### src/hdl/sbsm_pkg.sv
// Shared types, constants and test functions of the segment box size matcher.
package sbsm_pkg;

    localparam int ID_BITS = 12;
    localparam int COORD_BITS = 16;
    localparam int REG_BITS = 15;
    localparam int CFG_INDEX_BITS = 3;

    localparam int IN_DATA_BITS = ((3 * COORD_BITS + ID_BITS + 7) / 8) * 8;
    localparam int OUT_DATA_BITS = ((1 + ID_BITS + 7) / 8) * 8;
    localparam int CMP_BITS = ((COORD_BITS > REG_BITS) ? COORD_BITS : REG_BITS) + 3;

    localparam logic signed [COORD_BITS-1:0] COORD_MAX = {1'b0, {(COORD_BITS - 1){1'b1}}};
    localparam logic signed [COORD_BITS-1:0] COORD_MIN = {1'b1, {(COORD_BITS - 1){1'b0}}};

    localparam logic [REG_BITS-1:0] NEAR_RESET = REG_BITS'(500);
    localparam logic [REG_BITS-1:0] FAR_RESET = REG_BITS'(1500);
    localparam logic [REG_BITS-1:0] WIDTH_RESET = REG_BITS'(300);
    localparam logic [REG_BITS-1:0] HEIGHT_RESET = REG_BITS'(500);
    localparam logic [REG_BITS-1:0] DEPTH_RESET = REG_BITS'(500);
    localparam logic [REG_BITS-1:0] TOLERANCE_RESET = REG_BITS'(100);

    typedef enum logic [CFG_INDEX_BITS-1:0] {
        REG_CHECK_FULL    = 3'd0,
        REG_NEAR_LIMIT    = 3'd1,
        REG_FAR_LIMIT     = 3'd2,
        REG_TARGET_WIDTH  = 3'd3,
        REG_TARGET_HEIGHT = 3'd4,
        REG_TARGET_DEPTH  = 3'd5,
        REG_TOLERANCE     = 3'd6
    } cfg_reg_t;

    typedef struct packed {
        logic                check_full;
        logic [REG_BITS-1:0] near_limit;
        logic [REG_BITS-1:0] far_limit;
        logic [REG_BITS-1:0] target_width;
        logic [REG_BITS-1:0] target_height;
        logic [REG_BITS-1:0] target_depth;
        logic [REG_BITS-1:0] tolerance;
    } cfg_t;

    typedef struct packed {
        logic signed [COORD_BITS-1:0] min_x;
        logic signed [COORD_BITS-1:0] min_y;
        logic signed [COORD_BITS-1:0] min_z;
        logic signed [COORD_BITS-1:0] max_x;
        logic signed [COORD_BITS-1:0] max_y;
        logic signed [COORD_BITS-1:0] max_z;
    } box_t;

    function automatic logic signed [CMP_BITS-1:0] sext(logic signed [COORD_BITS-1:0] v);
        return CMP_BITS'(v);
    endfunction

    function automatic logic signed [CMP_BITS-1:0] zext(logic [REG_BITS-1:0] v);
        return $signed(CMP_BITS'(v));
    endfunction

    function automatic logic near_target(logic signed [CMP_BITS-1:0] extent,
                                         logic [REG_BITS-1:0] target,
                                         logic [REG_BITS-1:0] tol);
        logic signed [CMP_BITS-1:0] diff;
        logic signed [CMP_BITS-1:0] mag;
        diff = extent - zext(target);
        mag = (diff < 0) ? -diff : diff;
        return mag <= zext(tol);
    endfunction

    function automatic logic box_passes(box_t b, cfg_t c);
        logic signed [CMP_BITS-1:0] near_lo;
        logic signed [CMP_BITS-1:0] far_hi;
        logic window_ok;
        logic size_ok;
        near_lo = zext(c.near_limit) - zext(c.tolerance);
        far_hi = zext(c.far_limit) + zext(c.tolerance);
        window_ok = !c.check_full || !((sext(b.max_z) < near_lo) || (sext(b.min_z) > far_hi));
        size_ok = near_target(sext(b.max_x) - sext(b.min_x), c.target_width, c.tolerance)
            && near_target(sext(b.max_y) - sext(b.min_y), c.target_height, c.tolerance)
            && (!c.check_full
                || near_target(sext(b.max_z) - sext(b.min_z), c.target_depth, c.tolerance));
        return window_ok && size_ok;
    endfunction

endpackage

### src/hdl/segment_box_size_matcher.sv
// Top level of the segment box size matcher: input register, box update and result register.
// A last point's result is computed from the input register and loaded into the result
// register, which presents it on the master side.
// Throughput: one point per cycle; only a last point waits, and only while the result
// register still holds an untaken result.
// Reset: rst_n clears the open segment, the match record, both valid flags and
// restores every configuration register to its default; no clearing pass is needed.
module segment_box_size_matcher
    import sbsm_pkg::*;
(
    input  logic                      clk,
    input  logic                      rst_n,
    input  logic                      s_axis_tvalid,
    output logic                      s_axis_tready,
    // Fields from bit 0 up: x_mm, y_mm, z_mm, segment_id, zero fill.
    input  logic [IN_DATA_BITS-1:0]   s_axis_tdata,
    input  logic                      s_axis_tlast,
    output logic                      m_axis_tvalid,
    input  logic                      m_axis_tready,
    // Fields from bit 0 up: found, match_id, zero fill.
    output logic [OUT_DATA_BITS-1:0]  m_axis_tdata,
    input  logic                      cfg_valid,
    output logic                      cfg_ready,
    input  logic [CFG_INDEX_BITS-1:0] cfg_index,
    input  logic [REG_BITS-1:0]       cfg_data
);

    cfg_t cfg_reg;

    logic                         in_valid_reg;
    logic signed [COORD_BITS-1:0] in_x_reg;
    logic signed [COORD_BITS-1:0] in_y_reg;
    logic signed [COORD_BITS-1:0] in_z_reg;
    logic [ID_BITS-1:0]           in_id_reg;
    logic                         in_last_reg;

    logic               segment_open_reg;
    logic               segment_open_next;
    logic [ID_BITS-1:0] open_id_reg;
    logic [ID_BITS-1:0] open_id_next;
    box_t               box_reg;
    box_t               box_next;
    logic               match_seen_reg;
    logic               match_seen_next;
    logic [ID_BITS-1:0] match_label_reg;
    logic [ID_BITS-1:0] match_label_next;

    logic               out_valid_reg;
    logic               out_found_reg;
    logic [ID_BITS-1:0] out_id_reg;

    logic               advance;
    logic               same_segment;
    logic               close_old;
    logic               old_match;
    logic               seen_mid;
    logic [ID_BITS-1:0] label_mid;
    logic               new_match;
    logic               result_found;
    logic [ID_BITS-1:0] result_id;

    assign cfg_ready = 1'b1;

    always_ff @(posedge clk or negedge rst_n)
    begin
        if (!rst_n)
        begin
            cfg_reg.check_full <= 1'b1;
            cfg_reg.near_limit <= NEAR_RESET;
            cfg_reg.far_limit <= FAR_RESET;
            cfg_reg.target_width <= WIDTH_RESET;
            cfg_reg.target_height <= HEIGHT_RESET;
            cfg_reg.target_depth <= DEPTH_RESET;
            cfg_reg.tolerance <= TOLERANCE_RESET;
        end
        else if (cfg_valid && cfg_ready)
        begin
            case (cfg_reg_t'(cfg_index))
                REG_CHECK_FULL:    cfg_reg.check_full <= cfg_data[0];
                REG_NEAR_LIMIT:    cfg_reg.near_limit <= cfg_data;
                REG_FAR_LIMIT:     cfg_reg.far_limit <= cfg_data;
                REG_TARGET_WIDTH:  cfg_reg.target_width <= cfg_data;
                REG_TARGET_HEIGHT: cfg_reg.target_height <= cfg_data;
                REG_TARGET_DEPTH:  cfg_reg.target_depth <= cfg_data;
                REG_TOLERANCE:     cfg_reg.tolerance <= cfg_data;
                default:           ;
            endcase
        end
    end

    // A point moves on unless it is a last point and the result register is blocked.
    assign advance = in_valid_reg && (!in_last_reg || !out_valid_reg || m_axis_tready);
    assign s_axis_tready = !in_valid_reg || advance;

    always_ff @(posedge clk or negedge rst_n)
    begin
        if (!rst_n)
        begin
            in_valid_reg <= 1'b0;
        end
        else if (s_axis_tready)
        begin
            in_valid_reg <= s_axis_tvalid;
        end
    end

    always_ff @(posedge clk)
    begin
        if (s_axis_tready && s_axis_tvalid)
        begin
            in_x_reg <= s_axis_tdata[COORD_BITS-1:0];
            in_y_reg <= s_axis_tdata[2*COORD_BITS-1:COORD_BITS];
            in_z_reg <= s_axis_tdata[3*COORD_BITS-1:2*COORD_BITS];
            in_id_reg <= s_axis_tdata[3*COORD_BITS+ID_BITS-1:3*COORD_BITS];
            in_last_reg <= s_axis_tlast;
        end
    end

    always_comb
    begin
        same_segment = segment_open_reg && (in_id_reg == open_id_reg);
        close_old = segment_open_reg && (in_id_reg != open_id_reg);
        old_match = close_old && !match_seen_reg && box_passes(box_reg, cfg_reg);
        seen_mid = match_seen_reg || old_match;
        label_mid = old_match ? open_id_reg : match_label_reg;

        if (same_segment)
        begin
            box_next.min_x = (in_x_reg < box_reg.min_x) ? in_x_reg : box_reg.min_x;
            box_next.min_y = (in_y_reg < box_reg.min_y) ? in_y_reg : box_reg.min_y;
            box_next.min_z = (in_z_reg < box_reg.min_z) ? in_z_reg : box_reg.min_z;
            box_next.max_x = (in_x_reg > box_reg.max_x) ? in_x_reg : box_reg.max_x;
            box_next.max_y = (in_y_reg > box_reg.max_y) ? in_y_reg : box_reg.max_y;
            box_next.max_z = (in_z_reg > box_reg.max_z) ? in_z_reg : box_reg.max_z;
        end
        else
        begin
            box_next.min_x = in_x_reg;
            box_next.min_y = in_y_reg;
            box_next.min_z = in_z_reg;
            box_next.max_x = in_x_reg;
            box_next.max_y = in_y_reg;
            box_next.max_z = in_z_reg;
        end

        new_match = in_last_reg && !seen_mid && box_passes(box_next, cfg_reg);
        result_found = seen_mid || new_match;
        result_id = seen_mid ? label_mid : (new_match ? in_id_reg : '0);

        if (in_last_reg)
        begin
            segment_open_next = 1'b0;
            open_id_next = '0;
            match_seen_next = 1'b0;
            match_label_next = '0;
        end
        else
        begin
            segment_open_next = 1'b1;
            open_id_next = in_id_reg;
            match_seen_next = seen_mid;
            match_label_next = label_mid;
        end
    end

    always_ff @(posedge clk or negedge rst_n)
    begin
        if (!rst_n)
        begin
            segment_open_reg <= 1'b0;
            open_id_reg <= '0;
            match_seen_reg <= 1'b0;
            match_label_reg <= '0;
        end
        else if (advance)
        begin
            segment_open_reg <= segment_open_next;
            open_id_reg <= open_id_next;
            match_seen_reg <= match_seen_next;
            match_label_reg <= match_label_next;
        end
    end

    always_ff @(posedge clk)
    begin
        if (advance)
        begin
            box_reg <= box_next;
        end
    end

    always_ff @(posedge clk or negedge rst_n)
    begin
        if (!rst_n)
        begin
            out_valid_reg <= 1'b0;
        end
        else if (advance && in_last_reg)
        begin
            out_valid_reg <= 1'b1;
        end
        else if (m_axis_tready)
        begin
            out_valid_reg <= 1'b0;
        end
    end

    always_ff @(posedge clk)
    begin
        if (advance && in_last_reg)
        begin
            out_found_reg <= result_found;
            out_id_reg <= result_id;
        end
    end

    assign m_axis_tvalid = out_valid_reg;
    assign m_axis_tdata = OUT_DATA_BITS'({out_id_reg, out_found_reg});

    a_no_id_without_match: assert property (@(posedge clk) disable iff (!rst_n)
        out_valid_reg && !out_found_reg |-> out_id_reg == '0)
        else $error("Result without a match carries a nonzero id.");

    a_cloud_end_clears: assert property (@(posedge clk) disable iff (!rst_n)
        advance && in_last_reg |=> !segment_open_reg && !match_seen_reg)
        else $error("State not cleared after the last point of a cloud.");

    a_first_match_kept: assert property (@(posedge clk) disable iff (!rst_n)
        match_seen_reg && !(advance && in_last_reg) |=> $stable(match_label_reg))
        else $error("A later segment replaced the first match.");

    a_stall_reason: assert property (@(posedge clk) disable iff (!rst_n)
        !s_axis_tready |-> in_valid_reg && in_last_reg && out_valid_reg && !m_axis_tready)
        else $error("Input stalled without a blocked result.");

endmodule

### config.mk
export PLATFORM = sky130hd
export DESIGN_NAME = segment_box_size_matcher
export DESIGN_NICKNAME = d
export VERILOG_FILES = /design/src/hdl/sbsm_pkg.sv /design/src/hdl/segment_box_size_matcher.sv
export SDC_FILE = /design/constraint.sdc
export NUM_CORES = 1
export LEC_CHECK = 0
export ABC_AREA = 1
export BUFFER_PORTS_ARGS = -buffer_cell sky130_fd_sc_hd__buf_4
export CAP_MARGIN = 40
export CORE_MARGIN = 1
export CORE_UTILIZATION = 40
export CTS_BUF_LIST = sky130_fd_sc_hd__clkbuf_8
export DETAILED_ROUTE_END_ITERATION = 10
export SLEW_MARGIN = 20
export SYNTH_ARGS = -nofsm -noshare
export SYNTH_HDL_FRONTEND = slang
export SYNTH_SLANG_ARGS = --single-unit
export TNS_END_PERCENT = 50
### constraint.sdc
create_clock -name clk -period 13.3 [get_ports clk]
set_clock_uncertainty 0.2 [all_clocks]
set_input_delay 1.995 -clock clk [delete_from_list [all_inputs] [get_ports clk]]
set_output_delay 1.995 -clock clk [all_outputs]
set_load 0.1 [all_outputs]
Word level (Yosys, flattened, before mapping)
Cells that the tools add are included.
{ "op_classes": {"addsub": 20, "n_mul": 0, "div": 0, "magnitude_cmp": 22, "eq_ne": 8, "n_shift": 0, "muxes": 22, "n_bitwise": 0, "reduce_logical": 43} }
{ "ops": {"columns": ["op", "n"], "rows": [
  ["19-bit by 16-bit <= comparator with 1-bit output", 6],
  ["19-bit 2-to-1 mux", 6],
  ["18-bit negator with 19-bit output", 6],
  ["18-bit by 1-bit less-than comparator with 1-bit output, second input constant", 6],
  ["17-bit by 16-bit subtractor with 18-bit output", 6],
  ["16-bit by 16-bit subtractor with 17-bit output", 6],
  ["16-bit 2-to-1 mux", 6],
  ["96-bit 2-to-1 mux", 1],
  ["16-bit less-than comparator", 5],
  ["12-bit 2-to-1 mux", 5],
  ["16-bit greater-than comparator", 3],
  ["16-bit by 17-bit greater-than comparator with 1-bit output", 2],
  ["15-bit by 15-bit adder with 16-bit output", 1],
  ["15-bit by 15-bit subtractor with 16-bit output", 1],
  ["1-bit logical AND", 15],
  ["2-bit AND reduction", 7],
  ["12-bit == test", 1],
  ["12-bit != test", 1],
  ["1-bit logical OR", 11],
  ["3-bit == test, second input constant", 3],
  ["1-bit logical NOT", 8],
  ["3-bit by 2-bit == test with 1-bit output, second input constant", 2],
  ["1-bit 2-to-1 mux", 4],
  ["3-bit by 1-bit == test with 1-bit output, second input constant", 1],
  ["other kinds (2)", 2]
]} }
{ "totals": {"regBits": 289, "latchBits": 0, "ram_bits": 0, "romBits": 0, "input_bits": 88, "output_inout_bits": 19, "wordCells": 141, "n_memories": 0} }

Depth between registers and ports, before layout
Gate-level depths: netlist of run 1.
{ "depth": {"word_depth": 15, "depth_mapped": 51, "ltp_nobuf": 49} }

Worst setup path before layout of run 1
OpenSTA, ideal clock, no wires.
{ "synth_timing": {"path_type": "flip-flop to flip-flop", "startpoint": "register in_x_reg[1]", "endpoint": "register out_id_reg[2], data pin", "setup_time_ns": 0.130, "t_arrival_ns": 6.190, "required_time_ns": 12.970, "path_slack_ns": 6.780, "path_stages_with_launch": 44, "path_buffers": 3, "synth_period_minus_slack_ns": 6.520, "path_cell_list": "edfxtp_1 ha_1 o21ai_0 nand2_1 a21o_1 a21oi_1 o221ai_1 nand3_1 o2111ai_1 or2_2 nand3_1 clkbuf_1 nand2_1 o21ai_0 fa_1 ha_1 a21oi_1 o21ai_0 [... 8 more ...] inv_1 ha_1 nand2_1 inv_1 o21ai_0 nand2_1 a22oi_1 o211ai_1 a21oi_1 o311ai_0 a21oi_1 nand2_1 nor2_1 nand4_1 nor2_2 buf_6 nand3_2 nand2_1"} }
{ "synth_between": {"elab_chain_len": 14, "elab_cells_between_ends": 17, "classes_between": "add/sub: 3; order compare: 4; mux: 6; reduce/logical: 4"} }
{ "synth_lines": {"columns": ["element", "line", "text"], "rows": [
  ["start: declaration", "segment_box_size_matcher.sv:31", "logic signed [COORD_BITS-1:0] in_x_reg;"],
  ["start signal: assignment", "segment_box_size_matcher.sv:111", "in_x_reg <= s_axis_tdata[COORD_BITS-1:0];"],
  ["16-bit greater-than comparator / 16-bit less-than comparator (equally long branches)", "segment_box_size_matcher.sv:132, segment_box_size_matcher.sv:129", null],
  ["16-bit 2-to-1 mux, on equally long branches", "segment_box_size_matcher.sv:132, segment_box_size_matcher.sv:129", null],
  ["96-bit 2-to-1 mux *", "segment_box_size_matcher.sv:127", "if (same_segment)"],
  ["16-bit by 16-bit subtractor with 17-bit output *", "sbsm_pkg.sv:78", "size_ok = near_target(sext(b.max_x) - sext(b.min_x), c.target_width, c.tolerance)"],
  ["17-bit by 16-bit subtractor with 18-bit output *", "sbsm_pkg.sv:65", "diff = extent - zext(target);"],
  ["18-bit negator with 19-bit output / 18-bit by 1-bit less-than comparator with 1-bit output (equally long branches)", "sbsm_pkg.sv:66", "mag = (diff < 0) ? -diff : diff;"],
  ["19-bit 2-to-1 mux *", "sbsm_pkg.sv:66", null],
  ["19-bit by 16-bit <= comparator with 1-bit output *", "sbsm_pkg.sv:67", "return mag <= zext(tol);"],
  ["1-bit logical AND *", "sbsm_pkg.sv:79", "&& near_target(sext(b.max_y) - sext(b.min_y), c.target_height, c.tolerance)"],
  ["1-bit logical AND *", "sbsm_pkg.sv:80", "&& (!c.check_full"],
  ["1-bit logical AND *", "sbsm_pkg.sv:82", "return window_ok && size_ok;"],
  ["1-bit logical AND *", "segment_box_size_matcher.sv:146", "new_match = in_last_reg && !seen_mid && box_passes(box_next, cfg_reg);"],
  ["12-bit 2-to-1 mux * (2 in a row)", "segment_box_size_matcher.sv:148", "result_id = seen_mid ? label_mid : (new_match ? in_id_reg : '0);"],
  ["net result_id[2]", "segment_box_size_matcher.sv:60", "logic [ID_BITS-1:0] result_id;"],
  ["end signal: assignment", "segment_box_size_matcher.sv:213", "out_id_reg <= result_id;"],
  ["end: declaration", "segment_box_size_matcher.sv:50", "logic [ID_BITS-1:0] out_id_reg;"]
]} }
The timed path passes the listed nets; every way through them passes the cells marked *.
A chain may end at the register's enable or synchronous reset.

Worst setup path in the final report of run 1
{ "layout_timing": {"startpoint": "register in_id_reg[3]", "endpoint": "register out_id_reg[1], data pin"} }
{ "layout_between": {"elab_chain_len": 14, "elab_cells_between_ends": 41, "classes_between": "add/sub: 9; order compare: 8; eq/ne: 2; mux: 7; reduce/logical: 15"} }
{ "layout_lines": {"columns": ["element", "line", "text"], "rows": [
  ["start: declaration", "segment_box_size_matcher.sv:34", "logic [ID_BITS-1:0] in_id_reg;"],
  ["start signal: assignment", "segment_box_size_matcher.sv:114", "in_id_reg <= s_axis_tdata[3*COORD_BITS+ID_BITS-1:3*COORD_BITS];"],
  ["12-bit == test", "segment_box_size_matcher.sv:121", "same_segment = segment_open_reg && (in_id_reg == open_id_reg);"],
  ["1-bit logical AND", "segment_box_size_matcher.sv:121", null],
  ["96-bit 2-to-1 mux", "segment_box_size_matcher.sv:127", null],
  ["16-bit by 16-bit subtractor with 17-bit output, on equally long branches", "sbsm_pkg.sv:78, sbsm_pkg.sv:79, sbsm_pkg.sv:81", null],
  ["17-bit by 16-bit subtractor with 18-bit output", "sbsm_pkg.sv:65", null],
  ["18-bit negator with 19-bit output / 18-bit by 1-bit less-than comparator with 1-bit output (equally long branches)", "sbsm_pkg.sv:66", null],
  ["19-bit 2-to-1 mux", "sbsm_pkg.sv:66", null],
  ["19-bit by 16-bit <= comparator with 1-bit output", "sbsm_pkg.sv:67", null],
  ["1-bit logical AND / 1-bit logical OR (equally long branches)", "sbsm_pkg.sv:79, sbsm_pkg.sv:81", null],
  ["1-bit logical AND", "sbsm_pkg.sv:80", null],
  ["1-bit logical AND", "sbsm_pkg.sv:82", null],
  ["1-bit logical AND", "segment_box_size_matcher.sv:146", null],
  ["12-bit 2-to-1 mux", "segment_box_size_matcher.sv:148", null],
  ["12-bit 2-to-1 mux *", "segment_box_size_matcher.sv:148", null],
  ["net result_id[1]", "segment_box_size_matcher.sv:60", null]
]} }
Marks and branches as above.

==> reports/qor.yml, run 1 <==
status: "finished, final reports clean"
synth_cell_type_count: 69
start_kind: "flop"
rr_worst_depth: 37
slowest_stage: "o21ai_0"
synthCells: 3501
layout_min_cycle_time_ns: 8.64
ctsHtreeMaxLevel: 2
cts_made_buffers: 60
start_util_pct: 40.7
wl_per_cell_um: 17.2
async_reset_ff_share_pct: 41.2
power_mw: 5.90
fillers: 6978
grt_pass1_wl_um: 124000
worstSetupPathType: "reg2reg"
nets: 4204
dieArea_um2: 71100
grt_max_degree: 66
hold_path_depth: 2
gp_congestion: 0.914
synth_most_common_cell: "nand2_1"
synth_area_leader_cell: "edfxtp_1"
cap_violations: 0
worstPathRequired_ns: 13.66
tightest_slew_ns: 0.870
critPathLaunch: "in_id_reg[3]$_DFFE_PP_"
clk_pin_slew_ns: 0.06
drive_above_1_share_pct: 9.55
postCtsHoldBufs: 0
dr.pass1.iters: 5
cpPeakStageDelay_ns: 0.81
post-route-util_pct: 45.4
seq_area_um2: 8120
fp.dieH_um: 267
ys_seq_area_share_pct: 29.0
grt_pass1_vias: 22300
synth_top_area_share_pct: 18.2
fmax_mhz: 116
multi_input_area_um2: 17300
hold_path.class: "reg2reg"
synth-seq-cells: 289
routed_wl_um: 79300
cp-end-kind: "flop"
rsz0062_at_grt: "no"
ys.flop_type: "edfxtp_1"
die_x_um: 267
syn-cell-area_um2: 28000
port_buffers: 98
dpl.hpwl_um: 62800
io_pins: 107
relSlewSlack_pct: 41.9
min-delay-start: "cfg_reg[25]$_DFFE_PN0P_"
gr-total-overflow: 0
r2r-end: "out_id_reg[1]$_DFFE_PP_"
slew_violations: 0
via_count: 23300
fin_tns_setup_ns: 0
whs_ns: 0.289
cts_tree: "done"
synth.top_cells.by_count: "nand2_1, inv_1, ha_1, o21ai_0, a21oi_1"
first_iter_violations: 1713
cp_max_fo: 13
area_growth_pct: 11.6
power.leakage_nw: 15.6
setup_viol: 0
reg2reg_from: "in_id_reg[3]$_DFFE_PP_"
synth_area_per_cell_um2: 8.01
ctsResizeCount: 0
period_share_pct: 65.0
antenna_found_initial: 11
holdPathEnd: "cfg_reg[25]$_DFFE_PN0P_"
reg2reg_slack_ns: 4.66
powerDensity_nw_per_um2: 189
remaining_drc_errors: 0
cts_num_sinks: 289
arrival_ns: 9.00
grt_usage_pct: 22.7
clock_latency_ns: 0.72
cp_common_cell: "nand2_1"
routed_via_density: 5.05
largest_register_ffs: 96
ant_nets: 0
vdd_drop_max_uv: 104
rows: 96
hold_violations: 0
clk_path_buf_depth: 3
root_buffer: "clkbuf_8"
cts_setup_buffers: 0
coreArea_um2: 68900
synth.area.top_cells: "edfxtp_1, ha_1, nand2_1"
yosys_warnings: 0
synth_edf_count: 170
[cells in the final DEF (no fill, tap or decap), types with 15 or more instances in the layout]
master | netlist | layout
a21oi_1 | 225 | 224
nand2_1 | 744 | 744
nor2_1 | 169 | 169
fa_1 | 89 | 89
o21ai_0 | 259 | 259
nand3_1 | 143 | 143
o21ai_2 | 15 | 15
xnor2_1 | 30 | 30
clkbuf_8 | 0 | 77
nor3_1 | 38 | 38
ha_1 | 394 | 394
o21bai_1 | 26 | 26
xor2_1 | 139 | 139
o21ai_1 | 23 | 23
edfxtp_1 | 170 | 170
buf_4 | 5 | 113
nand3_2 | 21 | 21
nand4_1 | 47 | 47
inv_1 | 612 | 626
dfstp_2 | 33 | 33
a21o_1 | 16 | 16
dfrtp_1 | 86 | 86
[power breakdown]
group,total (mW),switching (mW),internal (mW)
clock,1.03,0.461,0.564
sequential,1.15,0.0802,1.07
combinational,3.72,2.34,1.39
total,5.90,2.88,3.02
[worst max path at each step]
stage / slack (ns) / depth (start not counted) / end
after floorplan: 6.78 / 43 / out_id_reg[2]$_DFFE_PP_
after global placement: 4.77 / 37 / out_id_reg[1]$_DFFE_PP_
after detailed placement: 4.75 / 35 / out_id_reg[1]$_DFFE_PP_
after CTS: 4.69 / 35 / out_id_reg[1]$_DFFE_PP_
after global routing: 4.02 / 38 / out_id_reg[1]$_DFFE_PP_
final: 4.66 / 37 / out_id_reg[1]$_DFFE_PP_
[kinds of logic (layout without fill, tap and decap cells)]
| logic type | Yosys count | count (layout) | synth area share [%] |
|---|---|---|---|
| and+or+nand+nor | 1238 | 1238 | 19.3 |
| buffers and inverters | 675 | 857 | 9.25 |
| AOI/OAI and AO/OA | 638 | 638 | 12.8 |
| adders and majority gates | 483 | 483 | 23.9 |
| DFF | 289 | 289 | 29.0 |
| xor gates and xnor gates | 176 | 176 | 5.69 |
| other | 2 | 6 | 0.0268 |
[critical path, delay by kind of cell (launching register included)]
family                   cells  cell delay, ns
AO/OA/AOI/OAI                6            2.52
XOR/XNOR                     3            0.53
adder cells (fa/ha/maj)      3            0.94
buffers and inverters        3            0.46
flip-flops                   1            0.46
AND/OR/NAND/NOR             22            3.32
[metrics by stage]
| step | instances | instance area (um^2) | setup WS [ns] |
|---|---|---|---|
| 6_report | 4618 | 31300 | 4.66 |
| 5_1_grt | 4618 | 31300 | 4.02 |
| 4_1_cts | 4613 | 31200 | 4.69 |
| 3_5_place_dp | 4499 | 29900 | 4.75 |
| 3_3_place_gp | 4492 | 29800 | 4.77 |
| 2_1_floorplan | 3503 | 28000 | 6.78 |
[final cells by class]
| class | count | share of cell area, % |
|---|---|---|
| well taps | 931 | 3.72 |
| repair buffers | 123 | 3.31 |
| clock inverters | 37 | 0.776 |
| diodes | 2 | 0.0160 |
| clock buffers | 77 | 3.39 |
| inverters | 620 | 7.44 |
| multi-input cells | 2539 | 55.4 |
| flip-flops and latches | 289 | 26.0 |
[metal layers]
metal	up-vias	track usage [%]	routed length, um
met5	-	0	16
met4	2	8.26	2760
met3	141	2.94	4520
met2	561	37.9	37000
met1	10800	29.9	35000
li1	11800	-	-
Power figures use the tool's default switching activity.
==> inputs of run 2 (changes only) <==
ABC_AREA = 0   (was 1)
clock period = 7.6 ns   (was 13.3 ns; I/O delays follow)
==> reports/qor.yml, run 2 <==
final_common_cell: "buf_4"  # was nand2_1
cts_made_buffers: 56  # was 60
arrival_ns: 8.80  # was 9.00 ns
fin_area_um2: 36900  # was 31300 um^2
dpl.hpwl_um: 70100  # was 62800 um
area_growth_pct: 28.9  # was 11.6%
port_buffers: 98  # unchanged
power_mw: 12.8  # was 5.90 mW
cts_num_sinks: 289  # unchanged
dp_cells: 4502  # was 4499
cap_violations: 0  # unchanged
cts_tree: "done"  # unchanged
hold_path.class: "reg2reg"  # unchanged
place_ws_ns: -0.996  # was 4.75 ns
start_kind: "flop"  # unchanged
fillers: 6510  # was 6978
gr-total-overflow: 0  # unchanged
grt_max_degree: 69  # was 66
yosys_warnings: 0  # unchanged
power.leakage_nw: 16.9  # was 15.6 nW
die_x_um: 270  # was 267 um
period_share_pct: 111  # was 65.0%
grt_pass1_vias: 24500  # was 22300
synth_area_leader_cell: "edfxtp_1"  # unchanged
coreArea_um2: 70500  # was 68900 um^2
rsz0062_at_grt: "yes"  # was no
rr_worst_depth: 41  # was 37
wl_per_cell_um: 19.0  # was 17.2 um
worst_slack_ns: -0.845  # was 4.66 ns
root_buffer: "clkbuf_8"  # unchanged
ant_nets: 0  # unchanged
layout_min_cycle_time_ns: 8.44  # was 8.64 ns
slew_violations: 0  # unchanged
tightest_slew_ns: 0.823  # was 0.870 ns
grt_usage_pct: 24.0  # was 22.7%
clock_latency_ns: 0.70  # was 0.72 ns
place_area_um2: 34800  # was 29900 um^2
fin_cells: 4651  # was 4618
multi_input_area_um2: 20000  # was 17300 um^2
setup_viol: 13  # was 0
gp_congestion: 0.943  # was 0.914
vdd_drop_max_uv: 206  # was 104 uV
rows: 97  # was 96
antenna_found_initial: 7  # was 11
ctsHtreeMaxLevel: 2  # unchanged
cp_max_fo: 7  # was 13
relSlewSlack_pct: 45.1  # was 41.9%
syn-cell-area_um2: 28700  # was 28000 um^2
remaining_drc_errors: 0  # unchanged
cpPeakStageDelay_ns: 0.55  # was 0.81 ns
post-route-util_pct: 52.4  # was 45.4%
layout_common_cells: "buf_4, ha_1, inv_1"  # was nand2_1, inv_1, ha_1
synth.area.top_cells: "edfxtp_1, ha_1, dfrtp_1"  # was edfxtp_1, ha_1, nand2_1
ys.flop_type: "edfxtp_1"  # unchanged
synth.top_cells.by_count: "ha_1, inv_1, nand2_1, a21oi_1, edfxtp_1"  # was nand2_1, inv_1, ha_1, o21ai_0, a21oi_1
async_reset_ff_share_pct: 41.2  # unchanged
synth_cell_type_count: 109  # was 69
hold_violations: 0  # unchanged
fmax_mhz: 118  # was 116 MHz
start_util_pct: 40.6  # was 40.7%
first_iter_violations: 1384  # was 1713
cp-end-kind: "flop"  # unchanged
synth_most_common_cell: "ha_1"  # was nand2_1
synth_area_per_cell_um2: 9.68  # was 8.01 um^2
dr.pass1.iters: 5  # unchanged
clk_path_buf_depth: 3  # unchanged
fin_tns_setup_ns: -10.61  # was 0 ns
routed_wl_um: 88200  # was 79300 um
clk_pin_slew_ns: 0.06  # about the same
largest_register_ffs: 96  # unchanged
powerDensity_nw_per_um2: 347  # was 189 nW/um^2
via_count: 24700  # was 23300
nets: 4232  # was 4204
routed_via_density: 5.30  # was 5.05
slowest_stage: "fa_1"  # was o21ai_0
whs_ns: 0.283  # was 0.289 ns
synth-seq-cells: 289  # unchanged
worstPathRequired_ns: 7.96  # was 13.66 ns
violations: "negative setup slack"
postCtsHoldBufs: 0  # unchanged
io_pins: 107  # unchanged
dieArea_um2: 72700  # was 71100 um^2
worstSetupPathType: "reg2reg"  # unchanged
hold_path_depth: 2  # unchanged
ys_seq_area_share_pct: 28.3  # was 29.0%
status: "finished, violations left"  # was finished, final reports clean
grt_pass1_wl_um: 137000  # was 124000 um
synthCells: 2962  # was 3501
fp.dieH_um: 270  # was 267 um
reg2reg_slack_ns: -0.84  # was 4.66 ns
synth_top_area_share_pct: 17.8  # was 18.2%
synth_edf_count: 170  # unchanged
seq_area_um2: 8120  # unchanged
drive_above_1_share_pct: 30.2  # was 9.55%
-- run 2: cell types whose count changed in the layout (fill, tap and decap cells not counted), sizes merged, moves of 55 or more --
cell and change:
buf +585, nand2 -566, inv -335, mux2 +134
nand3 -123, o21ai -114, xnor2 +96, xor2 -86
a21o +80, mux2i +55
-- run 2: power by group --
group | switching [mW] | internal [mW]
Combinational | 4.92 | 4.26
Sequential | 0.116 | 1.89
Clock | 0.800 | 0.821
Total | 5.84 | 6.97
-- run 2: worst max-delay path: cells and delay by family, from the launching register on --
kind,cells,cell delay [ns]
buf+inv,5,0.68
flops,1,0.39
fa+ha+maj,4,1.38
compound gates,24,4.09
mux,1,0.16
simple gates,7,1.41
-- run 2: metal layers --
metal	part of all wire [%]	vias to the layer above	track usage [%]
met2	47	493	40.1
li1	-	12200	-
met1	46	11800	32.1
met5	0.037	-	0
met3	4.4	137	2.95
met4	3.3	6	7.67
-- run 2: path summary, 6_finish.rpt --
path,startpoint,end
setup / recovery,in_x_reg[1]$_DFFE_PP_,out_id_reg[10]$_DFFE_PP_
hold / removal,match_label_reg[0]$_DFFE_PN0P_,match_label_reg[0]$_DFFE_PN0P_
setup reg to reg,in_x_reg[1]$_DFFE_PP_,out_id_reg[10]$_DFFE_PP_
hold reg to reg,match_label_reg[0]$_DFFE_PN0P_,match_label_reg[0]$_DFFE_PN0P_
max in group asynchronous,rst_n,cfg_reg[56]$_DFFE_PN0P_
min in group asynchronous,rst_n,cfg_reg[54]$_DFFE_PN0P_
-- run 2: final cells by class --
type / count / area share, %
Multi-Input combinational cell: 2329 / 54.0
Sequential cell: 289 / 22.0
Timing Repair Buffer: 708 / 14.9
Tap cell: 940 / 3.18
Inverter: 277 / 2.82
Clock buffer: 64 / 2.39
Clock inverter: 42 / 0.681
Antenna cell: 2 / 0.0136
-- run 2: cell families after synthesis --
family / synth area share [%]
flip-flops: 28.3
other: 0.0262
AND/OR/NAND/NOR: 13.3
adder cells (fa/ha/maj): 23.4
XOR/XNOR: 5.68
buffers and inverters: 4.71
AO/OA/AOI/OAI: 17.2
multiplexers: 7.28
-- run 2: what timing repair did --
action,in CTS,in global routing
setup endpoints to repair,13,25
cloned,2,0
pin swaps,59,53
setup buffers,26,12
gates resized for setup,83,57
